File: src/rtl/pft_pkg.sv
// shared types and constants of the predictive fridge thermostat
package pft_pkg;

    // fixed temperature limits, Q8.8, and tuning constants
    localparam logic signed [15:0] COOL_TEMP_LIMIT = 16'sd7680;
    localparam logic signed [15:0] HEAT_TEMP_LIMIT = 16'sd0;
    localparam logic [6:0]  PEAK_TOLERANCE  = 7'd64;
    localparam logic [15:0] EST_RESET       = 16'd7680;
    localparam logic [15:0] EST_MIN         = 16'd13;
    localparam logic [14:0] DUTY_MIN        = 15'd512;
    localparam logic [15:0] F_BASE          = 16'd30720;
    localparam logic [15:0] F_MAX           = 16'd38400;
    localparam logic [15:0] F_UNIT          = 16'd25600;

    // reciprocals for exact 32-bit division by constants
    // x / 1000 = (x * RCP_1000) >> 38, x / 3600 = (x * RCP_3600) >> 43,
    // x / 25600 = (x * RCP_25600) >> 46
    localparam logic [31:0] RCP_1000        = 32'd274877907;
    localparam logic [31:0] RCP_3600        = 32'd2443359173;
    localparam logic [31:0] RCP_25600       = 32'd2748779070;

    // configuration register indexes
    localparam logic [3:0] CFG_IDLE_BAND   = 4'd0;
    localparam logic [3:0] CFG_COOL_MIN_ON = 4'd1;
    localparam logic [3:0] CFG_COOL_MIN_OFF = 4'd2;
    localparam logic [3:0] CFG_HEAT_MIN_OFF = 4'd3;
    localparam logic [3:0] CFG_COOL_MAX_ON = 4'd4;
    localparam logic [3:0] CFG_PEAK_MAX_TIME = 4'd5;
    localparam logic [3:0] CFG_PEAK_MAX_WAIT = 4'd6;
    localparam logic [3:0] CFG_HEAT_WINDOW = 4'd7;

    typedef enum logic [1:0] {
        MODE_IDLE = 2'd0,
        MODE_HEAT = 2'd1,
        MODE_COOL = 2'd2
    } t_mode;

    typedef enum logic [4:0] {
        OP_NONE, OP_LOAD, OP_DIV_RUN, OP_SET_RUNS, OP_DIV_OFF, OP_SET_OFFS,
        OP_REQ, OP_COOL_STOP, OP_MUL_PRED, OP_DIV_PRED, OP_COOL_PRED,
        OP_DIV_WIN, OP_HEAT_WRAP, OP_MUL_RUN, OP_MUL_WIN, OP_HEAT_FIN,
        OP_IDLE_START, OP_TUNE_SKIP, OP_MUL_TUNE, OP_DIV_TUNE, OP_TUNE_FIN,
        OP_OUT_LOAD
    } t_op;

    typedef enum logic [4:0] {
        S_IDLE, S_RUN_GO, S_RUN_WAIT, S_OFF_GO, S_OFF_WAIT, S_DECIDE,
        S_PMUL, S_PDIV_GO, S_PDIV_WAIT, S_WDIV_GO, S_WDIV_WAIT,
        S_HMUL1, S_HMUL2, S_HFIN, S_TMUL, S_TDIV_GO, S_TDIV_WAIT, S_OUT
    } t_state;

    typedef struct packed {
        logic        div_busy;
        logic        req;
        t_mode       mode;
        t_mode       prior;
        logic        cool_go;
        logic        temp_lt_lo;
        logic        heat_wrap;
        logic        tune_go;
        logic        tune_skip;
    } t_dp_status;

    typedef struct packed {
        logic               req_type;
        logic [31:0]        now_ms;
        logic signed [15:0] filtered_temp;
        logic signed [15:0] target_temp;
        logic [14:0]        heat_duty;
        logic               peak_seen;
    } t_item;

    typedef struct packed {
        logic        compressor_on;
        logic        heater_on;
        logic        lamp_on;
        logic [1:0]  mode_now;
        logic        awaiting_peak;
        logic [15:0] overshoot_rate;
        logic        idle_refused;
        logic        clear_heat_integral;
        logic        save_estimator;
    } t_result;

endpackage

File: src/rtl/pft_ctrl.sv
// thermostat sequencer: steps the datapath through one word
module pft_ctrl
    import pft_pkg::*;
(
    input  logic       i_clk,
    input  logic       i_rst_n,
    input  logic       i_in_valid,
    input  logic       i_out_ready,
    input  t_dp_status i_stat,
    output logic       o_in_ready,
    output logic       o_out_valid,
    output t_op        o_op
);
    t_state r_state, n_state;
    logic   r_out_valid, n_out_valid;

    always_ff @(posedge i_clk) begin
        if (!i_rst_n) begin
            r_state     <= S_IDLE;
            r_out_valid <= 1'b0;
        end else begin
            r_state     <= n_state;
            r_out_valid <= n_out_valid;
        end
    end

    always_comb begin
        n_state     = r_state;
        n_out_valid = r_out_valid && !i_out_ready;
        o_op        = OP_NONE;
        o_in_ready  = 1'b0;
        case (r_state)
            S_IDLE: begin
                o_in_ready = 1'b1;
                if (i_in_valid) begin
                    o_op    = OP_LOAD;
                    n_state = S_RUN_GO;
                end
            end
            S_RUN_GO: begin
                o_op    = OP_DIV_RUN;
                n_state = S_RUN_WAIT;
            end
            S_RUN_WAIT: begin
                if (!i_stat.div_busy) begin
                    o_op    = OP_SET_RUNS;
                    n_state = S_OFF_GO;
                end
            end
            S_OFF_GO: begin
                o_op    = OP_DIV_OFF;
                n_state = S_OFF_WAIT;
            end
            S_OFF_WAIT: begin
                if (!i_stat.div_busy) begin
                    o_op    = OP_SET_OFFS;
                    n_state = S_DECIDE;
                end
            end
            S_DECIDE: begin
                n_state = S_OUT;
                if (i_stat.req) begin
                    o_op = OP_REQ;
                end else if (i_stat.mode == MODE_COOL) begin
                    if (i_stat.cool_go) begin
                        if (i_stat.temp_lt_lo) o_op = OP_COOL_STOP;
                        else n_state = S_PMUL;
                    end
                end else if (i_stat.mode == MODE_HEAT) begin
                    n_state = i_stat.heat_wrap ? S_WDIV_GO : S_HMUL1;
                end else if (i_stat.prior == MODE_IDLE) begin
                    o_op = OP_IDLE_START;
                end else if (i_stat.prior == MODE_COOL && i_stat.tune_go) begin
                    if (i_stat.tune_skip) o_op = OP_TUNE_SKIP;
                    else n_state = S_TMUL;
                end
            end
            S_PMUL: begin
                o_op    = OP_MUL_PRED;
                n_state = S_PDIV_GO;
            end
            S_PDIV_GO: begin
                o_op    = OP_DIV_PRED;
                n_state = S_PDIV_WAIT;
            end
            S_PDIV_WAIT: begin
                if (!i_stat.div_busy) begin
                    o_op    = OP_COOL_PRED;
                    n_state = S_OUT;
                end
            end
            S_WDIV_GO: begin
                o_op    = OP_DIV_WIN;
                n_state = S_WDIV_WAIT;
            end
            S_WDIV_WAIT: begin
                if (!i_stat.div_busy) begin
                    o_op    = OP_HEAT_WRAP;
                    n_state = S_HMUL1;
                end
            end
            S_HMUL1: begin
                o_op    = OP_MUL_RUN;
                n_state = S_HMUL2;
            end
            S_HMUL2: begin
                o_op    = OP_MUL_WIN;
                n_state = S_HFIN;
            end
            S_HFIN: begin
                o_op    = OP_HEAT_FIN;
                n_state = S_OUT;
            end
            S_TMUL: begin
                o_op    = OP_MUL_TUNE;
                n_state = S_TDIV_GO;
            end
            S_TDIV_GO: begin
                o_op    = OP_DIV_TUNE;
                n_state = S_TDIV_WAIT;
            end
            S_TDIV_WAIT: begin
                if (!i_stat.div_busy) begin
                    o_op    = OP_TUNE_FIN;
                    n_state = S_OUT;
                end
            end
            S_OUT: begin
                if (!r_out_valid || i_out_ready) begin
                    o_op        = OP_OUT_LOAD;
                    n_out_valid = 1'b1;
                    n_state     = S_IDLE;
                end
            end
            default: n_state = S_IDLE;
        endcase
    end

    assign o_out_valid = r_out_valid;
endmodule

File: config.mk
export PLATFORM = sky130hd
export DESIGN_NAME = pft_ctrl
export DESIGN_NICKNAME = d
export VERILOG_FILES = /design/src/rtl/pft_pkg.sv /design/src/rtl/pft_ctrl.sv
export SDC_FILE = /design/constraint.sdc
export NUM_CORES = 1
export LEC_CHECK = 0
export ABC_AREA = 1
export BUFFER_PORTS_ARGS = -buffer_cell sky130_fd_sc_hd__buf_2
export CAP_MARGIN = 40
export CELL_PAD_IN_SITES_DETAIL_PLACEMENT = 1
export CELL_PAD_IN_SITES_GLOBAL_PLACEMENT = 2
export CORE_UTILIZATION = 24
export DETAILED_ROUTE_END_ITERATION = 16
export PLACE_DENSITY_LB_ADDON = 0.1
export SLEW_MARGIN = 10
export SYNTH_ARGS = -nofsm -noshare
export SYNTH_HDL_FRONTEND = slang
export SYNTH_SLANG_ARGS = --single-unit
File: constraint.sdc
create_clock -name i_clk -period 1.55 [get_ports i_clk]
set_clock_uncertainty 0.15 [all_clocks]
set_input_delay 0.2325 -clock i_clk [delete_from_list [all_inputs] [get_ports i_clk]]
set_output_delay 0.2325 -clock i_clk [all_outputs]
set_load 0.01 [all_outputs]
==> impl_results.md, run 1 <==
* Outcome: complete, but fails checks
* Failing checks: negative setup slack
* Vias per cell at 4.88
* Setup crit start: r_state[4]
* Final Power at around 1.6 mW
* Clk slew on worst S/H paths at approximately 0.050 ns
* #FFs+latches synth at 6
* Gr ovfl total at 0
* Wirelength per Cell at ~16 um
* ANT cells at 0
* CTS tree: yes
* R2r worst-path depth at 9
* Initial antenna violation count at 0
* Switching pwr at about 0.76 mW
* Final Hold Vio Count at 0
* Fin worst setup slack at -0.409 ns
* Placed cell count at 249
* Syn-to-layout area delta at 111%
* Logic pwr share at about three quarters
* Crit path max fanout at 6
* Routed Antenna Nets at 0
* Most frequent cells in the layout: buf_4 (38), nand2_1 (24), buf_2 (21)
* Worst vdd ir at between 300 and 400 uV
* Htree depth at 1
* Tcrit/Tclk final at 126%
* Crit path to: o_op[1]
* FP Rows at 20
* Crit Path Category: flop to primary output
* Chip height at just under 60 um
* Worst path arrival time at between 1.5 and 2 ns
* RSZ-0062 raised after global routing: true
* Max Freq at 0.511 GHz
* Final GP Congestion at 0.811
* Post-Route WL at approximately 4300 um
* Total CTS buffers at 3
* # hold bufs at CTS at 0
* Io pins at 22
* Synth Area per Inst at 5.35 um2
* R2r setup slk at -0.12 ns
* Slew at the pin closest to its max-slew limit at between 0.2 and 0.3 ns
* Largest net degree at the start of global routing at 7
* Total GRT Usage at roughly 22%
* YS warnings at 0
* Maxcap violations at 0
* Mapped Nets at roughly 160
* First-pass GRT wire length at between 5000 and 6000 um
* Non-Filler Instances at between 200 and 300
* Nets at roughly 230
* Register share of total power at ~16%
* Leak at 0.819 nW
* Cell Pwr Density at around 970 nW/um2
* Root Driver: clkbuf_4
* Placed wire-length estimate at about 2800 um
* Die ar. at roughly 3500 um2
* DR iter-0 viols at 40
* DRT Pass-1 Iters at 4
* Worst setup SP type: flop
* Combined area of all synthesized cells at just under 800 um2
* Critical Path RT at 1.17 ns
* CP Capture Type: primary output
* Vias at 1269
* R2r endpoint: r_state[0]
* Clk pwr share at a little under a tenth
* Commonest non-fill, non-tap cell in the layout: buf_4
* Core footprint at just over 3000 um2
* Fin. max-slew vios at 0
* DRC viols at 0
* Initial core utilization at about a quarter
* Skew-Pair Late Insertion Delay at approximately 0.25 ns
* Port Buffer Count at 21
* Setup Viol. Count Final at 11
* Die X at slightly below 60 um
* Sw Ratio at between 40% and 50%
* Reg2reg start: r_state[4]
* Fraction of layout cells with a size suffix above 1 at between 60% and 70%
* Pint at 0.836 mW
* Clock sink total at 6
* Vias in the first global route at roughly 1300
* Seq/Total Area, Yosys at 15.4%
* Max Root-Sink Buffers at 2
* Worst hold path type: input port to flop
* Slew Limit Headroom at between 80% and 90%
* Hold Path Stages at 3
* Post-Syn Instances at about 150
* Distinct cells, synth at 25
* Fin crit period at 1.96 ns
## cells in the mapped netlist
library cell  number  area share [%]
a21oi_1           10             6.4
a31oi_1            1            0.80
a41oi_1            1             1.1
buf_4              1            0.96
dfxtp_1            6              15
inv_1             26              12
inv_2              1            0.48
nand2_1           33              16
nand2_2            1            0.80
nand3_1           17              11
nand3_2            1             1.3
nand3b_1           1            0.96
nand4_1            4             3.2
nor2_1            15             7.2
nor2_2             7             5.6
nor2_4             1             1.4
nor3_1             7             4.5
nor3_2             1             1.3
nor4_1             1            0.80
o211ai_1           2             1.9
o21ai_0            3             1.9
o21ai_1            2             1.3
o22ai_1            2             1.6
o31ai_1            1            0.96
or2_2              1            0.80
## how the worst min path moves through the flow
stage	from	endpoint	slack, ns
floorplan	i_rst_n	r_state[2]	0.21
detailed placement	i_rst_n	r_state[2]	0.32
finish	i_rst_n	r_state[2]	0.04
CTS	i_rst_n	r_state[2]	0.04
global placement	i_rst_n	r_state[2]	0.32
global route	i_rst_n	r_state[2]	0.06
## registers in the layout, summed over array words and instances (netlist names)
| register | cells |
|---|---|
| r_state | 5 |
| o_out_valid | 1 |
## cell type report
class                      instances  area, um2
fill                             400       1430
inverter                          27        104
sequential                         6        139
multi-input combinational        112        823
clock buffer                       3       22.5
tap                               44       55.1
timing repair buffer              68        500
## cell families (layout without fill, tap and decap cells)
family | Yosys count | count (layout) | share of synthesized area [%]
and+or+nand+nor | 90 | 90 | 54.6
buffers and inverters | 28 | 98 | 13.9
AOI/OAI and AO/OA | 22 | 22 | 16.0
DFF | 6 | 6 | 15.4
## power by group through the flow
stage	logic (mW)	clock network, mW	registers [mW]
finish	1.19	0.151	0.262
global route	1.27	0.170	0.264
CTS	0.908	0.155	0.246
detailed placement	0.781	0	0.230
global placement	0.760	0	0.225
floorplan	0.389	0	0.226
## critical path: stages, from the launching register on
cell and delay [ns]:
dfxtp_4 0.40, inv_1 0.11, buf_6 0.16, nand3_4 0.11, o21ai_2 0.08, nor3_2 0.22
o211ai_1 0.10, buf_2 0.15
## timing repair
action / in CTS / in global routing
pin swaps: 16 / 20
hold endpoints to repair: 0 / 0
setup endpoints to repair: 11 / 11
resized for setup: 46 / 40
setup buffers: 5 / 6
## metrics by stage
stage | hold slack, ns | setup TNS [ns] | area (um2) | utilization [%] | worst slack (ns)
after floorplan | 0.207 | 0 | 781 | - | 0.00352
after global placement | 0.323 | -1.30 | 1230 | 39.8 | -0.218
after detailed placement | 0.322 | -1.79 | 1230 | 39.8 | -0.273
after CTS | 0.0412 | -2.25 | 1440 | 46.7 | -0.349
after global routing | 0.0559 | -3.16 | 1640 | 53.4 | -0.487
final | 0.0430 | -2.44 | 1640 | 53.4 | -0.409
## metal layers
layer,vias to the layer above,global-route usage [%],part of all wire (%),routed length [um]
met3,4,4.37,2.7,114
met1,616,28.2,42,1790
li1,620,-,-,-
met4,0,3.40,1.2,51
met5,-,0,0,0
met2,29,40.1,54,2320
Note: power is estimated with default switching activity, not from simulation.
==> inputs of run 2 (changes only) <==
--- a/config.mk
+++ b/config.mk
@@ -6,12 +6,12 @@
 export NUM_CORES = 1
 export LEC_CHECK = 0
 export ABC_AREA = 1
-export BUFFER_PORTS_ARGS = -buffer_cell sky130_fd_sc_hd__buf_2
 export CAP_MARGIN = 40
 export CELL_PAD_IN_SITES_DETAIL_PLACEMENT = 1
 export CELL_PAD_IN_SITES_GLOBAL_PLACEMENT = 2
-export CORE_UTILIZATION = 24
+export CORE_UTILIZATION = 29
 export DETAILED_ROUTE_END_ITERATION = 16
+export DONT_BUFFER_PORTS = 1
 export PLACE_DENSITY_LB_ADDON = 0.1
 export SLEW_MARGIN = 10
 export SYNTH_ARGS = -nofsm -noshare
==> impl_results.md, run 2 (synthesis results as in run 1) <==
* Final GP Congestion at 0.934 (+15%)
* Slew at the pin closest to its max-slew limit at 0.306 ns (+0.0166 ns)
* Htree depth at 1 (unchanged)
* Fraction of layout cells with a size suffix above 1 at 56.0% (-6.5 points)
* Final Hold Vio Count at 0 (unchanged)
* Total CTS buffers at 3 (unchanged)
* Crit path max fanout at 6 (unchanged)
* Crit Path Category: flop to primary output
* Vias per cell at 5.56 (+14%)
* CTS tree: yes
* Placed wire-length estimate at 2820 um (+0.83%)
* Wirelength per Cell at 18.8 um (+14%)
* RSZ-0062 raised after global routing: true
* Met3 WL at 210 um (+84%)
* Outcome: complete, but fails checks
* Die ar. at 2900 um2 (-17%)
* Syn-to-layout area delta at 86.9%
* Most frequent cells in the layout: buf_4 (37), nand2_1 (24), inv_1 (19)
* Max Freq at 0.512 GHz (+0.34%)
* Worst vdd ir at 710 uV (+96%)
* Clock sink total at 6 (unchanged)
* M1 WL at 1770 um (-1.3%)
* Port Buffer Count at 0 (-100%)
* Initial core utilization at 31.2% (+5.9 points)
* Setup Viol. Count Final at 10 (-1)
* Final Power at 1.45 mW (-9.6%)
* Critical Path RT at 1.17 ns (about the same)
* Gr ovfl total at 0 (unchanged)
* Die X at 53.9 um (-8.7%)
* Failing checks: negative setup slack
* Routed Antenna Nets at 0 (unchanged)
* Slew Limit Headroom at 79.5% (-1.1 points)
* Total GRT Usage at 28.7% (+6.3 points)
* Highest metal layer with signal wires: met4
* Final core occ at 58.4% (+4.9 points)
* Clk slew on worst S/H paths at 0.05 ns (about the same)
* Fin crit period at 1.95 ns (-0.00671 ns)
* Leak at 0.702 nW (-14%)
* DR iter-0 viols at 20 (-50%)
* Chip height at 53.9 um (-8.7%)
* Vias in the first global route at 1208 (-7.4%)
* Cell Pwr Density at 992 nW/um2 (+1.9%)
* Commonest non-fill, non-tap cell in the layout: buf_4
* Fin. max-slew vios at 0 (unchanged)
* Worst hold path type: input port to flop
* Max reg flops at 5 (unchanged)
* ANT cells at 0 (unchanged)
* Placement Cell Area at 1090 um2 (-11%)
* Fin worst setup slack at -0.402 ns (+0.00671 ns)
* Worst setup SP type: flop
* Worst path arrival time at 1.57 ns (about the same)
* DRT Pass-1 Iters at 4 (unchanged)
* Fin area at 1460 um2 (-11%)
* Largest Register: r_state
* Largest net degree at the start of global routing at 8 (+1)
* Vias at 1240 (-2.3%)
* Nets at 210 (-9.9%)
* Worst hold slack at 0.0631 ns (+0.0201 ns)
* FILL cells at 356 (-11%)
* Place WS at -0.242 ns (+0.0312 ns)
* Tcrit/Tclk final at 126% (-0.43 points)
* Max Root-Sink Buffers at 2 (unchanged)
* FF/Latch Area at 139 um2 (unchanged)
* CP Capture Type: primary output
* Multi-input gate area in the final layout at 787 um2 (-4.4%)
* Root Driver: clkbuf_4
* First-pass GRT wire length at 5710 um (-2.4%)
* Skew-Pair Late Insertion Delay at 0.26 ns (about the same)
* DRC viols at 0 (unchanged)
* Maxcap violations at 0 (unchanged)
* Io pins at 22 (unchanged)
* Post-Route WL at 4200 um (-1.9%)
* Core footprint at 2500 um2 (-19%)
* FP Rows at 18 (-10%)
* Routed wl met2 at 2100 um (-9.5%)
* Initial antenna violation count at 0 (unchanged)
run 2: metal layers:
metal / track usage (%) / up-vias
met5: 0 / -
met4: 9.65 / 0
met3: 4.24 / 12
met2: 51.9 / 44
met1: 34.1 / 602
li1: - / 582
run 2: final timing paths:
kind	from	to	slack, ns	cells past startpoint
max	r_state[0]	o_op[3]	-0.40	7
min	i_rst_n	r_state[4]	0.06	2
max reg2reg	r_state[4]	r_state[0]	-0.17	10
min reg2reg	r_state[3]	r_state[3]	0.39	2
run 2: timing repair:
item / CTS / global route
gates resized for setup: 53 / 26
buffers inserted: 7 / 2
setup endpoints to repair: 10 / 11
pin swaps: 16 / 13
endpoints found under the hold margin: 1 / 0
gates cloned: 0 / 0
hold buffers: 1 / 0
run 2: power breakdown:
group	leakage [nW]	internal, mW	switching (mW)
logic	0.636	0.458	0.563
clock network	0.0138	0.0886	0.0713
registers	0.0525	0.193	0.0728
run 2: critical path, cell delays in order, from the launching register on:
cell,delay [ns]
dfxtp_4,0.40
inv_4,0.05
nor2_4,0.25
nand3_2,0.18
o21ai_2,0.13
buf_4,0.16
a21oi_4,0.04
nand2_2,0.09
run 2: cell type report:
cell class                      instances  area share [%]
Tap cell                               30            2.57
Sequential cell                         6            9.52
Multi-Input combinational cell        112            53.9
Clock buffer                            3            1.54
Inverter                               27            7.29
Timing Repair Buffer                   45            25.1
run 2: through the flow:
step | setup TNS, ns | instances
floorplan | 0 | 146
global placement | -1.20 | 212
detailed placement | -1.48 | 212
CTS | -1.80 | 222
global route | -2.81 | 223
finish | -2.31 | 223
==> inputs of run 3 (changes only) <==
--- a/config.mk
+++ b/config.mk
@@ -5,11 +5,10 @@
 export SDC_FILE = /design/constraint.sdc
 export NUM_CORES = 1
 export LEC_CHECK = 0
-export ABC_AREA = 1
 export CAP_MARGIN = 40
 export CELL_PAD_IN_SITES_DETAIL_PLACEMENT = 1
 export CELL_PAD_IN_SITES_GLOBAL_PLACEMENT = 2
-export CORE_UTILIZATION = 29
+export CORE_UTILIZATION = 34
 export DETAILED_ROUTE_END_ITERATION = 16
 export DONT_BUFFER_PORTS = 1
 export PLACE_DENSITY_LB_ADDON = 0.1
==> impl_results.md, run 3 <==
* Fin crit period at 1.97 ns (+0.0131 ns)
* Worst Hold Path EP: r_state[3]
* Gr ovfl total at 0 (unchanged)
* Largest net degree at the start of global routing at 15 (+7)
* #FFs+latches synth at 6 (unchanged)
* WP buf/inv at 0 (-2)
* Cell Pwr Density at 1450 nW/um2 (+46%)
* R2r endpoint: r_state[0]
* CTS tree: yes
* Total GRT Usage at 25.7% (-3.0 points)
* Setup Viol. Count Final at 9 (-1)
* Outcome: complete, but fails checks
* Initial antenna violation count at 0 (unchanged)
* Hold Path Origin: i_rst_n
* Top area cells in the synthesized netlist: dfxtp_1 (14%), nand2b_1 (5.1%), buf_6 (3.9%)
* DRC viols at 0 (unchanged)
* ANT cells at 0 (unchanged)
* Failing checks: negative setup slack
* Post-Route WL at 3450 um (-18%)
* Crit path max fanout at 6 (unchanged)
* Vias at 994 (-20%)
* Placed wire-length estimate at 2350 um (-17%)
* Fin. max-slew vios at 0 (unchanged)
* Final core occ at 55.7% (-2.7 points)
* Slew at the pin closest to its max-slew limit at 0.349 ns (+0.0425 ns)
* Synth Area per Inst at 7.79 um2 (+46%)
* R2r setup slk at -0.18 ns (about the same)
* Wirelength per Cell at 20.5 um (+9.2%)
* Crit Path Category: flop to primary output
* Worst hold path type: input port to flop
* Non-Filler Instances at 168 (-25%)
* Vias per cell at 5.92 (+6.4%)
* Nets at 157 (-25%)
* Total CTS buffers at 3 (unchanged)
* Leak at 0.523 nW (-25%)
* Final Hold Vio Count at 0 (unchanged)
* Hold Path Stages at 2 (unchanged)
* Tcrit/Tclk final at 127% (+0.84 points)
* FP Rows at 17 (-1)
* Chip height at 52.2 um (-3.1%)
* Die X at 52.2 um (-3.1%)
* Post-synth ARST share at 0% (unchanged)
* EDFF count, synth at 0 (unchanged)
* Routed Antenna Nets at 0 (unchanged)
* Core footprint at 2300 um2 (-8.1%)
* Largest Register: r_state
* Cell with the most instances after synthesis: nand2_1
* Distinct cells, synth at 50 (+100%)
* CP Capture Type: primary output
* RSZ-0062 raised after global routing: true
* YS warnings at 0 (unchanged)
* R2r worst-path depth at 5 (-5)
* Cell taking the most area after synthesis: dfxtp_1
* Max stage delay on crit path at 0.55 ns (+0.15 ns)
* Most instantiated cells after synthesis: nand2_1 (8), nand2b_1 (7), a21oi_1 (6), dfxtp_1 (6), nor2_1 (5)
* Initial core utilization at 37.3% (+6.1 points)
* Io pins at 22 (unchanged)
* Reg2reg start: r_state[3]
* Skew-Pair Late Insertion Delay at 0.25 ns (about the same)
* Worst vdd ir at 957 uV (+35%)
* Fin area at 1280 um2 (-12%)
* Root Driver: clkbuf_4
* Slowest CP cell: or4b_4
* Seq/Total Area, Yosys at 14.0% (-1.4 points)
* Fraction of layout cells with a size suffix above 1 at 49.3% (-6.7 points)
* Slew Limit Headroom at 76.6% (-3.0 points)
* Clock sink total at 6 (unchanged)
* Max reg flops at 5 (unchanged)
* Critical Path RT at 1.17 ns (about the same)
* Placement Cell Area at 1050 um2 (-3.6%)
* Max Root-Sink Buffers at 2 (unchanged)
* Worst path arrival time at 1.58 ns (about the same)
* Most frequent cells in the layout: buf_4 (28), buf_6 (7), nand2b_1 (6), nand2_1 (6)
* Post-synth top area share at 14.0% (-1.9 points)
* Vias in the first global route at 1005 (-17%)
* Fin Setup TNS at -2.33 ns (-0.0222 ns)
* Post-Syn Instances at 110 (-25%)
* Placed cell count at 156 (-26%)
* Maxcap violations at 0 (unchanged)
* Synth Flop Type: dfxtp_1
* Syn-to-layout area delta at 49.2%
* Crit-path cells: or4b_4 -> nor2_4 -> a221oi_2 -> o221ai_2
* Commonest non-fill, non-tap cell in the layout: buf_4
* Worst setup SP type: flop
* Mapped Nets at 125 (-22%)
* Fin worst setup slack at -0.415 ns (-0.0131 ns)
* Port Buffer Count at 0 (unchanged)
* CP top delay family: simple AND/OR/NAND/NOR gates
* DRT Pass-1 Iters at 4 (unchanged)
* First-pass GRT wire length at 4980 um (-13%)
* Die ar. at 2730 um2 (-6.1%)
* Final Power at 1.85 mW (+28%)
* Final GP Congestion at 0.785 (-16%)
* DR iter-0 viols at 10 (-50%)
* Setup crit start: r_state[2]
* Htree depth at 1 (unchanged)
* Max Freq at 0.509 GHz (-0.66%)
* Clk slew on worst S/H paths at 0.05 ns (about the same)
* Combined area of all synthesized cells at 857 um2 (+9.8%)
==> run 3: report_power, final <==
| group | leakage, nW | switching, mW | internal (mW) | total (mW) |
|---|---|---|---|---|
| registers | 0.0511 | 0.0451 | 0.198 | 0.244 |
| clock network | 0.0138 | 0.0649 | 0.0882 | 0.153 |
| logic | 0.458 | 0.700 | 0.753 | 1.45 |
==> run 3: cell families (layout without fill, tap and decap cells) <==
| family | after synthesis | count (layout) | share of synthesized area [%] |
|---|---|---|---|
| xor gates and xnor gates | 2 | 2 | 2.04 |
| DFF | 6 | 6 | 14.0 |
| and+or+nand+nor | 48 | 48 | 37.2 |
| adders and majority gates | 1 | 1 | 1.17 |
| AOI/OAI and AO/OA | 37 | 37 | 32.7 |
| muxes | 3 | 3 | 3.50 |
| buffers and inverters | 13 | 43 | 9.34 |
==> run 3: cell type report <==
| class | instances | area, um2 |
|---|---|---|
| Fill cell | 282 | 1020 |
| Multi-Input combinational cell | 91 | 773 |
| Timing Repair Buffer | 36 | 299 |
| Sequential cell | 6 | 130 |
| Tap cell | 28 | 35.0 |
| Clock buffer | 3 | 22.5 |
| Inverter | 4 | 18.8 |
==> run 3: worst max-delay path by stage <==
stage / end / cells past startpoint
3_3_place_gp: o_op[2] / 5
4_1_cts: o_op[1] / 4
6_report: o_op[0] / 4
5_1_grt: o_op[0] / 4
2_1_floorplan: o_op[1] / 5
3_5_place_dp: o_op[2] / 5
==> run 3: worst reg2reg max path: cells and delay by family, from the launching register on <==
family	cells	cell delay (ns)
AOI/OAI and AO/OA	3	0.51
DFF	1	0.34
and+or+nand+nor	1	0.52
buffers and inverters	1	0.13
==> run 3: layer usage <==
layer	GRT usage, %	part of all wire [%]	up-vias
met1	32.0	43	489
met3	4.64	2.9	2
li1	-	-	481
met2	47.2	54	22
met5	0	0	-
met4	2.63	0.41	0
==> run 3: per-stage QoR <==
step | setup WS (ns) | hold slack, ns
2_1_floorplan | -0.189 | 0.204
3_3_place_gp | -0.164 | 0.212
3_5_place_dp | -0.170 | 0.212
4_1_cts | -0.413 | 0.00537
5_1_grt | -0.457 | 0.0692
6_report | -0.415 | 0.0508
==> run 3: timing repair <==
item | 4_1_cts | 5_1_grt
buffers inserted | 5 | 4
pin swaps | 14 | 11
endpoints found under the setup margin | 10 | 11
gates resized for setup | 26 | 9
hold buffers | 1 | 0
hold endpoints to repair | 6 | 0
